`src/rtl/sacr_ram.sv`:
```
`timescale 1ns / 1ps
`default_nettype none

module sacr_ram #(
    parameter int WIDTH = 8,
    parameter int DEPTH = 16
) (
    input  wire logic                     clk,
    input  wire logic                     we,
    input  wire logic [$clog2(DEPTH)-1:0] waddr,
    input  wire logic [WIDTH-1:0]         wdata,
    input  wire logic [$clog2(DEPTH)-1:0] raddr,
    output logic      [WIDTH-1:0]         rdata
);

    logic [WIDTH-1:0] mem [DEPTH];

    always_ff @(posedge clk) begin
        if (we) begin
            mem[waddr] <= wdata;
        end
        rdata <= mem[raddr];
    end

endmodule

`default_nettype wire

```
`config.mk`:
```
export PLATFORM = sky130hd
export DESIGN_NAME = sacr_ram
export DESIGN_NICKNAME = d
export VERILOG_FILES = /design/src/rtl/sacr_ram.sv
export SDC_FILE = /design/constraint.sdc
export NUM_CORES = 1
export LEC_CHECK = 0
export ABC_AREA = 1
export BUFFER_PORTS_ARGS = -buffer_cell sky130_fd_sc_hd__buf_2
export CELL_PAD_IN_SITES_DETAIL_PLACEMENT = 1
export CELL_PAD_IN_SITES_GLOBAL_PLACEMENT = 2
export CORE_ASPECT_RATIO = 1.1
export CORE_UTILIZATION = 40
export DETAILED_ROUTE_END_ITERATION = 10
export GPL_TIMING_DRIVEN = 0
export PLACE_DENSITY = 0.86
export SYNTH_ARGS = -nofsm -noshare
export SYNTH_HDL_FRONTEND = slang
export SYNTH_SLANG_ARGS = --single-unit
```
`constraint.sdc`:
```
create_clock -name clk -period 1.45 [get_ports clk]
set_input_delay 0.2175 -clock clk [delete_from_list [all_inputs] [get_ports clk]]
set_output_delay 0.2175 -clock clk [all_outputs]
set_load 0.1 [all_outputs]
```
==> out/qor.yml <==
outcome: "completed"
hold_violations: 0
arrival_ns: 1.14
critPathLaunchType: "flip-flop"
grt_util_met2_pct: 37.07
grtUsageTotal_pct: 23.06
maxCapViolCount: 0
syn_area_mm2: 0.005767
clockRootBuffer: "clkbuf_16"
setup_viol: 0
drive_gt1_share_pct: 12.89
dieArea_mm2: 0.01490
critical_path_class: "flip-flop to primary output"
h-tree-depth: 4
async_reset_ff_share_pct: 0
synth_seq_cells: 136
final_cell_count_no_fill: 793
wl_per_cell_um: 19.92
startpoint: "rdata[4]"
clk-insertion-delay-late_ns: 0.42
fmax_mhz: 738.1
met1_usage_pct: 30.28
grt_max_degree: 17
ir_drop_mv: 0.7538
synthTopCellsByArea: "edfxtp_1 (67%), nand2_1 (11%), nand3_1 (8.4%)"
rows: 45
yosysWarnings: 0
synth_fp_nets: 569
crit_family: "buffers and inverters"
path_buf_inv: 1
synth_top_area_cell: "edfxtp_1"
muxShareOfSynthArea_pct: 0
drt-pass1-iter-count: 4
period_share_pct: 93.44
yosysTopAreaCellShare_pct: 66.65
start_util_pct: 41.30
final_core_util_pct: 47.76
grt_pass1_wl_um: 23690
synth_top_family_by_area: "simple AND/OR/NAND/NOR gates"
wirelength_um: 15800
cts_buffers: 17
synth.avg_cell_area_um2: 10.47
coreArea_mm2: 0.01396
cts-resized-gates: 0
synthToLayoutAreaGrowth_pct: 15.64
holdBufCountCts: 0
place_congestion: 0.7899
vias: 3982
antenna_found_initial: 0
hp-class: "input pin to flip-flop"
synth_compound_area_share_pct: 0
diodes: 0
drc: 0
hp-start: "wdata[2]"
postCtsSetupRepairBufs: 0
die_width_um: 116.5
busiest_layer: "met2"
synth_flop_cell: "edfxtp_1"
max_slew.worst_pin.slew_ns: 1.010
placed_cells: 761
path_clk_slew_ns: 0.06
required_ns: 1.23
ant_nets: 0
fin_crit_ns: 1.355
slew_headroom_pct: 32.41
postSynthCellCount: 551
setup.worst_path.end_class: "primary output"
layout.nets: 610
leakagePower_nw: 2.873
clock-sinks: 136
synth_cell_types: 12
synth.yosys.seq_area_share_pct: 69.43
synth.most_common_cell: "nand2_1"
tritoncts: "built"
clock_skew_ns: 0.005664
grt_pass1_vias: 4085
overflow: 0
hpwl_um: 10410
dieHeight_um: 127.9
slowest_stage: "buf_2"
path_max_fanout: 1
cellPowerDensity_mw_per_mm2: 1387
slew_violations: 0
rsz0062_at_grt: "no"
synth_edf_count: 128
drt_iter0_drc: 366
slowest_delay_ns: 0.41
synth-simple-area-share_pct: 21.05
clock_path_buffers: 2
r2r_start: "mem[11][1]"
synth_fa_ha_area_share_pct: 0
use_met3_pct: 3.735
vias_per_cell: 5.021
synth-xor-area-share_pct: 0
io_pins: 26
path_cells: "buf_2"
place.port_buffers: 22
synth_commonest_cells: "nand2_1 (173), edfxtp_1 (128), inv_1 (100)"
[area by class of cell]
class                   instances  area, um^2
clock inverters                14       127.6
inverters                     102       382.9
well taps                     188       235.2
plain buffers                  24       166.4
fillers                      1576        7295
clock buffers                  18       429.2
repair buffers                 22       110.1
multi-input cells             289        1214
flip-flops and latches        136        4004
[state kept, by name, indices dropped and copies added, names as in the netlist]
name	count
mem	128
rdata	8
[layout by cell type, fill, tap and decap left out]
cell,n
buf_2,35
inv_2,2
bufinv_16,1
nand3_1,97
clkbuf_1,1
inv_6,2
clkinvlp_4,4
clkinv_4,4
inv_1,100
nor2_1,17
dfxtp_1,8
nand2_1,173
buf_1,1
buf_6,6
clkinv_2,3
nand3b_1,2
edfxtp_1,128
buf_4,4
clkbuf_16,17
[metrics by stage]
stage	TNS (ns)	setup WS (ns)	instance area, um^2	power (W)	hold WS [ns]
6_report	0	0.09511	6669	0.009248	0.2262
5_1_grt	0	0.06278	6669	0.009441	0.2345
4_1_cts	0	0.07730	6669	0.009278	0.2262
3_5_place_dp	-21.28	-0.2967	6112	0.005274	0.6621
3_3_place_gp	-16.72	-0.2547	6112	0.005246	0.6506
2_1_floorplan	0	0.2817	5767	0.004994	0.3164
[final timing paths]
kind	endpoint	slack, ns	cells past startpoint
max reg2reg	rdata[1]	0.38	6
min	mem[11][2]	0.23	1
max	rdata[4]	0.1	1
min reg2reg	rdata[1]	0.74	6
[logic make-up after synthesis]
group,Yosys count
and+or+nand+nor,289
buffers and inverters,126
DFF,136
[layer usage]
metal,vias to the layer above,wire [um]
met5,-,0
met4,0,559
met3,34,781
met2,134,7576
met1,1957,6879
li1,1857,-
[power breakdown]
group | switching (W) | internal, W | total (W)
sequential | 0.0000217 | 0.00440 | 0.00442
combinational | 0.000612 | 0.000169 | 0.000781
clock | 0.00169 | 0.00236 | 0.00405
No activity file was read; power rests on OpenSTA's default activity.
