`config.mk`:
```
export PLATFORM = sky130hd
export DESIGN_NAME = sacr_scan
export DESIGN_NICKNAME = d
export VERILOG_FILES = /design/src/rtl/sacr_pkg.sv /design/src/rtl/sacr_scan.sv
export SDC_FILE = /design/constraint.sdc
export NUM_CORES = 1
export LEC_CHECK = 0
export BUFFER_PORTS_ARGS = -buffer_cell sky130_fd_sc_hd__buf_4
export CORE_ASPECT_RATIO = 0.75
export CORE_MARGIN = 8
export CORE_UTILIZATION = 50
export CTS_BUF_LIST = sky130_fd_sc_hd__clkbuf_4 sky130_fd_sc_hd__clkbuf_8 sky130_fd_sc_hd__clkbuf_16
export CTS_CLUSTER_SIZE = 12
export DETAILED_ROUTE_END_ITERATION = 6
export PLACE_DENSITY = 0.86
export SLEW_MARGIN = 20
export SYNTH_ARGS = -nofsm -noshare
export SYNTH_HDL_FRONTEND = slang
export SYNTH_SLANG_ARGS = --single-unit
```
`constraint.sdc`:
```
create_clock -name aclk -period 4 [get_ports aclk]
set_input_delay 0.4 -clock aclk [delete_from_list [all_inputs] [get_ports aclk]]
set_output_delay 0.4 -clock aclk [all_outputs]
set_load 0.01 [all_outputs]
```
`src/rtl/sacr_pkg.sv`:
```
`timescale 1ns / 1ps
`default_nettype none

package sacr_pkg;

    localparam int ENTRIES = 256;
    localparam int IDX_W   = $clog2(ENTRIES);
    localparam int CNT_W   = $clog2(ENTRIES + 1);
    localparam int KEY_W   = 32;
    localparam int SIZE_W  = 31;
    localparam int NU_W    = 31;
    localparam int BYTES_W = 40;
    localparam int EVC_W   = 9;
    localparam int ENTRY_W = KEY_W + SIZE_W + NU_W;
    localparam int IN_W    = 96;
    localparam int OUT_W   = 136;
    localparam int USER_W  = 2;

    typedef enum logic [1:0] {
        ST_IDLE,
        ST_SCAN,
        ST_DECIDE,
        ST_FINISH
    } state_t;

    typedef struct packed {
        logic [KEY_W-1:0]  key;
        logic [SIZE_W-1:0] size;
        logic [NU_W-1:0]   nu;
    } entry_t;

    typedef struct packed {
        logic              hit_found;
        logic [IDX_W-1:0]  hit_idx;
        logic [SIZE_W-1:0] hit_size;
        logic              free_found;
        logic [IDX_W-1:0]  free_idx;
        logic              best_found;
        logic [IDX_W-1:0]  best_idx;
        logic [NU_W-1:0]   best_nu;
        logic [SIZE_W-1:0] best_size;
    } scan_res_t;

endpackage

`default_nettype wire

```
`src/rtl/sacr_scan.sv`:
```
`timescale 1ns / 1ps
`default_nettype none

module sacr_scan (
    input  wire logic                       aclk,
    input  wire logic                       aresetn,
    input  wire logic                       clear,
    input  wire logic                       chk,
    input  wire logic [sacr_pkg::IDX_W-1:0] idx,
    input  wire logic                       slot_valid,
    input  wire sacr_pkg::entry_t           entry,
    input  wire logic [sacr_pkg::KEY_W-1:0] key,
    output sacr_pkg::scan_res_t             res
);
    import sacr_pkg::*;

    scan_res_t res_reg;
    scan_res_t res_next;

    always_comb begin
        res_next = res_reg;
        if (clear) begin
            res_next.hit_found  = 1'b0;
            res_next.free_found = 1'b0;
            res_next.best_found = 1'b0;
        end else if (chk) begin
            if (slot_valid) begin
                if (!res_reg.hit_found && entry.key == key) begin
                    res_next.hit_found = 1'b1;
                    res_next.hit_idx   = idx;
                    res_next.hit_size  = entry.size;
                end
                // strict compare keeps the lowest slot on ties
                if (!res_reg.best_found || entry.nu > res_reg.best_nu) begin
                    res_next.best_found = 1'b1;
                    res_next.best_idx   = idx;
                    res_next.best_nu    = entry.nu;
                    res_next.best_size  = entry.size;
                end
            end else if (!res_reg.free_found) begin
                res_next.free_found = 1'b1;
                res_next.free_idx   = idx;
            end
        end
    end

    always_ff @(posedge aclk) begin
        if (!aresetn) begin
            res_reg <= '0;
        end else begin
            res_reg <= res_next;
        end
    end

    assign res = res_reg;

endmodule

`default_nettype wire

```
==> results_dict.tcl <==
set metrics [dict create \
    outcome "finished, final reports clean" \
    final_hold_viol_count 0 \
    nets 1053 \
    rsz0062_at_grt "no" \
    crit_required_ps 4310 \
    startpoint_type "register" \
    cts_setup_buffers 0 \
    die_x_um 140 \
    arrival_ps 3370 \
    synth_area_leaders "dfxtp_1 (42%), mux2i_1 (19%), nand2_1 (11%)" \
    use_met1_pct 24.9 \
    drtIter0Drc 250 \
    overflow 0 \
    path_class "register to register" \
    min_to "res[70]$_SDFFE_PP0P_" \
    ant_nets 0 \
    finClkSkew_ps 11.7 \
    cts_tree "built" \
    met2_usage_pct 36.4 \
    design.core.area_um2 11400 \
    synth_fp_nets 807 \
    cts_made_buffers 17 \
    htree_levels 4 \
    clock_path_buffers 2 \
    synth.avg_cell_area_um2 9.08 \
    fmax_mhz 327 \
    largest_reg_flops 120 \
    clock-sinks 120 \
    final.min_clock_period_ps 3060 \
    wirelength_mm 17.0 \
    antenna_found_initial 0 \
    reg2reg_depth 9 \
    busiest_layer "met2" \
    synth_area_um2 5790 \
    drc_errors 0 \
    finish.utilization_pct 72.9 \
    dieArea_um2 15300 \
    row_count 34 \
    ir_drop_mv 0.325 \
    syn_to_final_growth_pct 44.2 \
    timing.slew.headroom_pct 41.1 \
    period_share_pct 76.5 \
    synth_top_area_share_pct 41.5 \
    globalRouteMet3Util_pct 6.96 \
    cts_root_buf "clkbuf_16" \
    ctsHoldBuffers 0 \
    insertion_delay_ps 400 \
    synthCells 637 \
    crit_path_end_kind "register" \
    n_antenna_cell 0 \
    hold_class "input port to register" \
    synth_cell_types 30 \
    place.gp.congestion 0.819 \
    setup-violations-final 0 \
    post_route_cells_drive_above_1_share_pct 32.7 \
    worstReg2RegStart "res[37]$_SDFFE_PN0P_" \
    vias 5107 \
    power_density_nw_per_um2 371 \
    hpwl_mm 12.7 \
    critical_path.max_fanout 52 \
    grt_max_degree 108 \
    hold_depth 3 \
    first_global_vias 5074 \
    die_h_um 109 \
    min-delay-start "slot_valid" \
    ctsResizeCount 0 \
    via_per_inst 4.92 \
    portBuffers 258 \
    leakagePower_nw 4.01 \
    ys_ff_latch 120 \
    worst_slew_pin_slew_ps 882 \
    first_pass_iters 4 \
    ios 259 \
    wl_per_cell_um 16.3 \
    grt_pass1_wl_mm 26.0 \
    slew_viol_final 0 \
    start_util_pct 50.6 \
    r2r-end "res[13]$_SDFFE_PN0P_" \
    ys_seq_area_share_pct 41.5 \
    clkTransAtPathRegs_ps 50 \
    synth_warnings 0 \
    rrSetupSlack_ps 940 \
    grt_usage_pct 21.2 \
    cap_violations 0 \
    finalSetupTns_ps 0 \
    yosysTopAreaCell "dfxtp_1" \
]
==> through the flow <==
stage	hold slack [ps]	instances	setup WS [ps]	total power, mW	instance area [um^2]
4_1_cts	241	1037	997	3.13	8350
3_5_place_dp	452	1008	887	1.65	7770
6_report	255	1037	940	3.10	8350
3_3_place_gp	446	1008	981	1.64	7770
2_1_floorplan	482	637	1520	1.44	5790
5_1_grt	244	1037	759	3.22	8350
==> layer usage <==
layer	routed length, um	vias up	share of wire (%)
met3	1170	17	6.9
met4	214	0	1.3
met2	8360	139	49
met5	0	-	0
li1	-	2606	-
met1	7210	2345	43
==> cell usage in the layout (no fill, tap or decap), drive strengths merged, types with 2 or more instances in the layout <==
| master | instances |
|---|---|
| nand2b | 3 |
| mux2i | 109 |
| a21oi | 19 |
| buf | 261 |
| nor2 | 3 |
| bufinv | 2 |
| xor2 | 32 |
| inv | 34 |
| ha | 31 |
| clkinvlp | 2 |
| clkinv | 4 |
| nand4 | 9 |
| or3 | 2 |
| or4 | 2 |
| nand3 | 3 |
| nor2b | 39 |
| clkbuf | 21 |
| a21boi | 8 |
| nand2 | 165 |
| o21ai | 3 |
| nor4 | 10 |
| nor3 | 3 |
| dfxtp | 120 |
==> kinds of logic after synthesis <==
| group | share of synthesized area, % |
|---|---|
| compound gates | 3.89 |
| xor+xnor | 4.84 |
| fa+ha+maj | 6.70 |
| buf+inv | 5.58 |
| flops | 41.5 |
| mux | 18.9 |
| simple gates | 18.6 |
==> power by group <==
group          total, mW  internal, mW  switching, mW
sequential          1.24          1.22         0.0185
combinational      0.382         0.203          0.179
clock               1.47         0.959          0.515
==> worst max-delay path by stage <==
stage | from | endpoint
2_1_floorplan | res[61]$_SDFFE_PN0P_ | res[0]$_SDFFE_PN0P_
3_3_place_gp | entry[30] | res[22]$_SDFFE_PN0P_
3_5_place_dp | entry[16] | res[4]$_SDFFE_PN0P_
4_1_cts | res[47]$_SDFFE_PN0P_ | res[13]$_SDFFE_PN0P_
5_1_grt | res[37]$_SDFFE_PN0P_ | res[13]$_SDFFE_PN0P_
6_report | res[37]$_SDFFE_PN0P_ | res[13]$_SDFFE_PN0P_
==> cells in the mapped netlist <==
| master | count |
|---|---|
| a211o_1 | 1 |
| a211oi_1 | 1 |
| a21boi_0 | 8 |
| a21o_1 | 1 |
| a21oi_1 | 19 |
| a31oi_1 | 1 |
| buf_2 | 3 |
| buf_4 | 1 |
| buf_6 | 8 |
| clkbuf_1 | 22 |
| dfxtp_1 | 120 |
| ha_1 | 31 |
| inv_1 | 34 |
| mux2i_1 | 109 |
| nand2_1 | 165 |
| nand2b_1 | 3 |
| nand3_1 | 3 |
| nand3b_1 | 1 |
| nand4_1 | 9 |
| nor2_1 | 3 |
| nor2b_1 | 39 |
| nor3_1 | 3 |
| nor4_1 | 10 |
| o2111ai_1 | 1 |
| o21a_1 | 1 |
| o21ai_0 | 3 |
| o221ai_1 | 1 |
| or3_1 | 2 |
| or4_1 | 2 |
| xor2_1 | 32 |
==> critical path: stages (launching register included) <==
cell and delay, ps:
dfxtp_1 370, inv_1 60, ha_1 330, nand4_1 180, nor4_1 350, or4_1 180, a31oi_1 60, a21oi_4 700
buf_12 420, mux2i_1 290
==> final cells by class <==
type                       instances  area [um^2]
fill                             875         3100
multi-input combinational        449         3080
sequential                       120         2400
timing repair buffer             261         1980
clock buffer                      21          474
tap                              144          180
inverter                          34          128
clock inverter                     8         98.8
Power figures use the tool's default switching activity.
